<file path="src/sv/ezr_pkg.sv">
// ----------------------------------------------------------------------------
// ezr_pkg
// Shared widths, CORDIC constants and helpers for the ZYX frame rotation.
// ----------------------------------------------------------------------------
package ezr_pkg;

	localparam int DATA_BITS    = 32;
	localparam int ANGLE_BITS   = 16;
	localparam int CORDIC_STEPS = 16;
	localparam int CW           = 34;   // CORDIC datapath width, Q2.30 plus guard
	localparam int ZW           = 33;   // angle accumulator width
	localparam int QW           = 16;   // Q1.15 sine / cosine
	localparam int EW           = 18;   // matrix entry, Q1.15 with headroom past +/-1.0
	localparam int PW           = DATA_BITS + EW;  // product width
	localparam int SW           = PW + 2;           // sum of three products

	localparam logic signed [CW-1:0] CORDIC_GAIN = CW'(652032874);

	typedef logic signed [DATA_BITS-1:0]  data_t;
	typedef logic signed [ANGLE_BITS-1:0] angle_t;
	typedef logic signed [QW-1:0]         q15_t;
	typedef logic signed [EW-1:0]         ent_t;
	typedef logic signed [CW-1:0]         cw_t;
	typedef logic signed [ZW-1:0]         zw_t;

	function automatic zw_t atan_step(input int i);
		logic [31:0] t;
		begin
			case (i)
				0:  t = 32'h20000000;
				1:  t = 32'h12E4051E;
				2:  t = 32'h09FB385B;
				3:  t = 32'h051111D4;
				4:  t = 32'h028B0D43;
				5:  t = 32'h0145D7E1;
				6:  t = 32'h00A2F61E;
				7:  t = 32'h00517C55;
				8:  t = 32'h0028BE53;
				9:  t = 32'h00145F2F;
				10: t = 32'h000A2F98;
				11: t = 32'h000517CC;
				12: t = 32'h00028BE6;
				13: t = 32'h000145F3;
				14: t = 32'h0000A2FA;
				15: t = 32'h0000517D;
				default: t = '0;
			endcase
			return zw_t'({1'b0, t});
		end
	endfunction

	// Q2.30 -> Q1.15, round half up, clamp
	function automatic q15_t q15_round(input cw_t v);
		logic signed [CW-1:0] r;
		begin
			r = (v + cw_t'(16384)) >>> 15;
			if (r > cw_t'(32767))       return q15_t'(32767);
			else if (r < -cw_t'(32768)) return q15_t'(-32768);
			else                         return r[QW-1:0];
		end
	endfunction

endpackage

</file>
<file path="src/sv/ezr_cordic.sv">
// ----------------------------------------------------------------------------
// ezr_cordic
// Pipelined sine/cosine: quadrant fold, 16 CORDIC iterations over 4 stages
// (four iterations each), then Q1.15 rounding. Enable-driven.
// ----------------------------------------------------------------------------
module ezr_cordic (
	input  logic            clk,
	input  logic            en,
	input  ezr_pkg::angle_t angle,
	output ezr_pkg::q15_t   sin_q,
	output ezr_pkg::q15_t   cos_q
);

	localparam int NST = 4;
	localparam int PER = ezr_pkg::CORDIC_STEPS / NST;

	ezr_pkg::cw_t x_s [NST+1];
	ezr_pkg::cw_t y_s [NST+1];
	ezr_pkg::zw_t z_s [NST+1];
	logic         flip_s [NST+1];

	logic [31:0] a_turn;
	logic [31:0] a_fold;
	logic        flip;

	always_comb begin
		a_turn = {angle, {(32-ezr_pkg::ANGLE_BITS){1'b0}}};
		flip   = (a_turn[31:30] == 2'b01) || (a_turn[31:30] == 2'b10);
		a_fold = flip ? (a_turn + 32'h80000000) : a_turn;
	end

	always_ff @(posedge clk) begin
		if (en) begin
			x_s[0]    <= ezr_pkg::CORDIC_GAIN;
			y_s[0]    <= '0;
			z_s[0]    <= ezr_pkg::zw_t'(signed'(a_fold));
			flip_s[0] <= flip;
		end
	end

	for (genvar g = 0; g < NST; g++) begin : g_st
		ezr_pkg::cw_t xc [PER+1];
		ezr_pkg::cw_t yc [PER+1];
		ezr_pkg::zw_t zc [PER+1];
		always_comb begin
			xc[0] = x_s[g];
			yc[0] = y_s[g];
			zc[0] = z_s[g];
			for (int k = 0; k < PER; k++) begin
				if (!zc[k][ezr_pkg::ZW-1]) begin
					xc[k+1] = xc[k] - (yc[k] >>> (g*PER+k));
					yc[k+1] = yc[k] + (xc[k] >>> (g*PER+k));
					zc[k+1] = zc[k] - ezr_pkg::atan_step(g*PER+k);
				end else begin
					xc[k+1] = xc[k] + (yc[k] >>> (g*PER+k));
					yc[k+1] = yc[k] - (xc[k] >>> (g*PER+k));
					zc[k+1] = zc[k] + ezr_pkg::atan_step(g*PER+k);
				end
			end
		end
		always_ff @(posedge clk) begin
			if (en) begin
				x_s[g+1]    <= xc[PER];
				y_s[g+1]    <= yc[PER];
				z_s[g+1]    <= zc[PER];
				flip_s[g+1] <= flip_s[g];
			end
		end
	end

	assign cos_q = ezr_pkg::q15_round(flip_s[NST] ? -x_s[NST] : x_s[NST]);
	assign sin_q = ezr_pkg::q15_round(flip_s[NST] ? -y_s[NST] : y_s[NST]);

endmodule

</file>
<file path="config.mk">
export PLATFORM = sky130hd
export DESIGN_NAME = ezr_cordic
export DESIGN_NICKNAME = d
export VERILOG_FILES = /design/src/sv/ezr_pkg.sv /design/src/sv/ezr_cordic.sv
export SDC_FILE = /design/constraint.sdc
export NUM_CORES = 2
export LEC_CHECK = 0
export BUFFER_PORTS_ARGS = -buffer_cell sky130_fd_sc_hd__buf_2
export CORE_AREA = 2 2 376 378
export CTS_CLUSTER_DIAMETER = 60
export CTS_CLUSTER_SIZE = 30
export DETAILED_ROUTE_END_ITERATION = 8
export DIE_AREA = 0 0 378 380
export PLACE_DENSITY = 0.81
export SLEW_MARGIN = 20
export SYNTH_ARGS = -nofsm -noshare
export SYNTH_HDL_FRONTEND = slang
export SYNTH_SLANG_ARGS = --single-unit
</file>
<file path="constraint.sdc">
create_clock -name clk -period 18.66 [get_ports clk]
set_clock_uncertainty 0.05 [all_clocks]
set_input_delay 1.866 -clock clk [delete_from_list [all_inputs] [get_ports clk]]
set_output_delay 1.866 -clock clk [all_outputs]
set_load 0.1 [all_outputs]
</file>
After elaboration in Yosys (flattened, before gate mapping)
Memory sizes are Yosys's and may differ from the RTL's. Index checks and enable logic that the tools add are counted.

Register bits: 0. Memory bits (writable): 510. Output and inout bits: 32. Word-level logic and storage cells: 200. Memories: 4.

Memories: x_s (depth 5, width 34, read ports 5, clocked after Yosys merged registers in 0, wr ports 5, RTL line ezr_cordic.sv:17) `ezr_pkg::cw_t x_s [NST+1];`; y_s (depth 5, width 34, read ports 5, clocked after Yosys merged registers in 0, wr ports 5, RTL line ezr_cordic.sv:18) `ezr_pkg::cw_t y_s [NST+1];`; z_s (depth 5, width 33, read ports 4, clocked after Yosys merged registers in 0, wr ports 5, RTL line ezr_cordic.sv:19) `ezr_pkg::zw_t z_s [NST+1];`; flip_s (depth 5, width 1, read ports 5, clocked after Yosys merged registers in 0, wr ports 5, RTL line ezr_cordic.sv:20) `logic flip_s [NST+1];`.

Mux-type cells: 89. Equal/unequal tests: 2. Reductions and logical operators: 1. Order comparisons: 4. Add/sub/neg operators: 100.

Operators with widths (count): $mux W34 (34); $mux W32 (33); $add A33 B33 Y33 (16); $mux W33 (16); $sub A33 B33 Y33 (16); $add A34 B16 Y34 const B (2); $add A34 B19 Y34 (2); $add A34 B20 Y34 (2); $add A34 B21 Y34 (2); $add A34 B22 Y34 (2); $add A34 B23 Y34 (2); $add A34 B24 Y34 (2); $add A34 B25 Y34 (2); $add A34 B26 Y34 (2); $add A34 B27 Y34 (2); $add A34 B28 Y34 (2); $add A34 B29 Y34 (2); $add A34 B30 Y34 (2); $add A34 B31 Y34 (2); $add A34 B32 Y34 (2); $add A34 B33 Y34 (2); $neg A34 Y34 (2); $sub A34 B19 Y34 (2); $sub A34 B20 Y34 (2); 23 further kinds (43).

Depth between registers and ports, before layout
An unclocked memory read counts as a cell.

Depth in word-level cells: 13. Depth in mapped cells: 67. Gate-level depth less buffers: 65.

Worst setup path after synthesis
OpenSTA, ideal clock, no wires.

Kind: register -> register. From: mem z_s[0][65] in the netlist's numbering. To: mem x_s[0][101] in the netlist's numbering (data pin). Data arrival time: 14.934 ns. Buffers on the path: 7. Library setup time: 0.261 ns. Path slack: 3.415 ns. Cell stages (with the launch flop): 63. Cell sequence: edfxtp_1 -> clkbuf_1 -> clkinv_1 -> ha_1 -> o21ai_0 -> a21o_1 -> o22ai_1 -> nand4_1 -> o21ai_0 -> nand2_1 -> o211a_1 -> o31ai_1 -> clkbuf_1 -> clkbuf_1 -> ha_1 -> a21o_1 -> a21o_1 -> a21oi_1 -> [... 27 more ...] -> xnor2_1 -> ha_1 -> o21ai_0 -> o21a_1 -> o31ai_1 -> or4_1 -> a31oi_1 -> nor3b_1 -> a311oi_1 -> o21a_1 -> nor2_1 -> o21a_1 -> o21ai_0 -> a21oi_1 -> nor4_1 -> o41a_1 -> o21ai_0 -> xnor2_1.

RTL lines (RTL line): start: declaration (ezr_cordic.sv:19); end: declaration (ezr_cordic.sv:17).

==> run metrics <==
Syn. warnings=0; number of synthesized flops with an enable pin=387; cell mode on critical path=o21ai_0; CTS tree=done; Post-Syn Nets=13100; vias in the first global route=81638; DP Wirelength=225.6 mm; Worst R2R Setup Slack=1630 ps; post-synthesis cell type count=106; worst flop-to-flop path startpoint=z_s[0][98]; maximum fanout along the worst path=63; GRT busiest layer=met2; fmax=58.74 MHz; antenna violations before repair=6; root buffer cell=clkbuf_16; Async S/R FF share, synth=0%; RSZ-0062 raised after global routing=no; Synth Area per Inst=7.703 sq um; setup total negative slack=0 ps; met3 Usage GRT=5.623%; area delta synth->final=4.154%; Synth Flop Type=edfxtp_1; Inserted Clock Buffers=41; Hold Path Origin=flip_s[0][1]; Site Rows=137; starting density of the core=64.68%; Worst Hold Class=flip-flop to flip-flop; fill count=12007; CP max-delay cell=a41oi_4; fin crit share=91.24%; post-CTS sizing=0; Final Max Slew Viols=0; first-pass GRT wire length=430.0 mm; Die Area=143600 sq um; number of I/O port buffers=49; worst r2r dst=y_s[3][33]; final hold vios=0; layout cell share with drive strength beyond 1=3.574%; Post-CTS Setup Bufs=0; crit-path max cell delay=870 ps; M2 GR Usage=59.66%; grt total ovfl=0; Syn Inst Count=11688; Hold EP=flip_s[0][2]; synthesis-stage register bit count=387; Max Buffers Root-to-Sink=3; via count=88086; vias per inst=6.514; status=finished, final reports clean; WL final=273.7 mm; largest net degree at the start of global routing=113; critical path endpoint category=flip-flop; reg2reg path depth=57; Crit Path Class=flip-flop to flip-flop; measured slew at the worst slew-check pin=1232 ps; clock sink total=387; final period demand of the worst path=17030 ps; Req. time, crit path=18980 ps; drt initial violations=8165; antenna-violating nets left=0; hold buffers post-CTS=0; Hold Crit Depth=0; CP Launch Type=flip-flop; Ports=50; RePlAce Congestion=1.039; global-route track usage on met1=48.06%; total of max-cap violations=0; critical path buffer and inverter count=7; height of the die=380 microns; Max transition margin=17.25%; fin nets=13023; Finish-stage setup viols=0; share of the yosys chip area belonging to registers=12.91%; H-tree levels=2; Worst EP arrival=17340 ps; total track usage=36.24%; CP delay by family, top=compound AO/OA/AOI/OAI gates; Die W=378 microns; core box area=139200 sq um; mapped cell area=90030 sq um; clock-pin slew on the worst setup and hold paths=80 ps; TritonRoute pass-1 iters=6; Avg WL per Cell=20.24 microns; DRC=0; clock latency on the worst-skew pair=620 ps
-- metrics by stage --
stage	cells	area [sq um]	hold slack, ps	utilization [%]	worst slack, ps
2_1_floorplan	11688	90030	350.3	-	3415
6_report	13522	93770	369.5	67.37	1635
5_1_grt	13516	93750	383.9	67.36	737.3
3_5_place_dp	13444	92280	356.1	66.30	2078
3_3_place_gp	13444	92270	352.1	66.29	2433
4_1_cts	13516	93730	371.2	67.34	1929
-- cell families (layout without fill, tap and decap cells) --
group | Yosys count | count (layout) | synth area share, %
buffers and inverters | 848 | 800 | 3.548
other | 0 | 6 | 0
AOI/OAI and AO/OA | 3763 | 3763 | 26.54
adders and majority gates | 1396 | 1396 | 19.71
DFF | 387 | 387 | 12.91
xor gates and xnor gates | 1757 | 1757 | 17.20
and+or+nand+nor | 3418 | 3418 | 18.68
muxes | 119 | 119 | 1.412
-- synthesized netlist by cell type, drive strengths merged, types with 104 or more instances --
| cell type | count | area share [%] |
|---|---|---|
| inv | 620 | 2.6 |
| nand3 | 232 | 1.3 |
| nor2 | 1041 | 4.3 |
| ha | 1356 | 19 |
| xnor2 | 1173 | 11 |
| nand2b | 188 | 1.3 |
| and3 | 117 | 0.81 |
| nor3 | 296 | 1.7 |
| a21oi | 1188 | 6.6 |
| a31oi | 141 | 0.98 |
| edfxtp | 387 | 13 |
| a211oi | 120 | 1.0 |
| a21o | 447 | 3.7 |
| o21bai | 137 | 1.1 |
| o21a | 224 | 1.9 |
| clkbuf | 187 | 0.78 |
| o31ai | 104 | 0.87 |
| or3 | 109 | 0.76 |
| xor2 | 581 | 5.7 |
| o21ai | 773 | 4.3 |
| nand2 | 725 | 3.0 |
| nor2b | 149 | 1.0 |
-- cell type report --
cell class | count | area [sq um] | share of cell area (%)
Sequential cell | 387 | 11620 | 12.39
Tap cell | 1876 | 2347 | 2.503
Timing Repair Buffer | 104 | 668.1 | 0.7126
Multi-Input combinational cell | 10453 | 75330 | 80.33
Clock inverter | 29 | 414.1 | 0.4417
Antenna cell | 6 | 15.01 | 0.01601
Clock buffer | 43 | 1033 | 1.102
Inverter | 624 | 2342 | 2.498
-- worst max path at each step --
stage / startpoint / to / slack, ps / depth (start not counted)
final: z_s[0][98] / y_s[3][33] / 1630 / 57
after floorplan: z_s[0][65] / x_s[0][101] / 3410 / 62
after global routing: z_s[0][98] / y_s[3][33] / 740 / 57
after global placement: z_s[0][98] / y_s[3][33] / 2430 / 57
after detailed placement: z_s[0][98] / y_s[3][33] / 2080 / 57
after CTS: z_s[0][98] / y_s[3][33] / 1930 / 57
-- cell usage in the layout (no fill, tap or decap), drive strengths merged, types with 109 or more instances in the layout --
master / n
ha: 1356
a21oi: 1188
xnor2: 1173
nor2: 1041
o21ai: 773
nand2: 725
inv: 634
xor2: 581
a21o: 447
edfxtp: 387
nor3: 296
nand3: 232
o21a: 224
nand2b: 188
nor2b: 149
a31oi: 141
o21bai: 137
a211oi: 120
and3: 117
or3: 109
-- routing by layer --
layer / routed length [microns] / vias to the layer above / share of wire (%)
met5: 13 / - / 0.0047
met1: 118900 / 41581 / 43
met4: 9437 / 2 / 3.4
met3: 20570 / 534 / 7.5
met2: 124800 / 3128 / 46
li1: - / 42841 / -
-- state kept, by name (all words and copies together) (netlist names) --
name    flops
y_s       136
flip_s      5
z_s       110
x_s       136
Power is not shown: default switching activity piles up to over one toggle a cycle in this logic, so the estimate is an artifact.
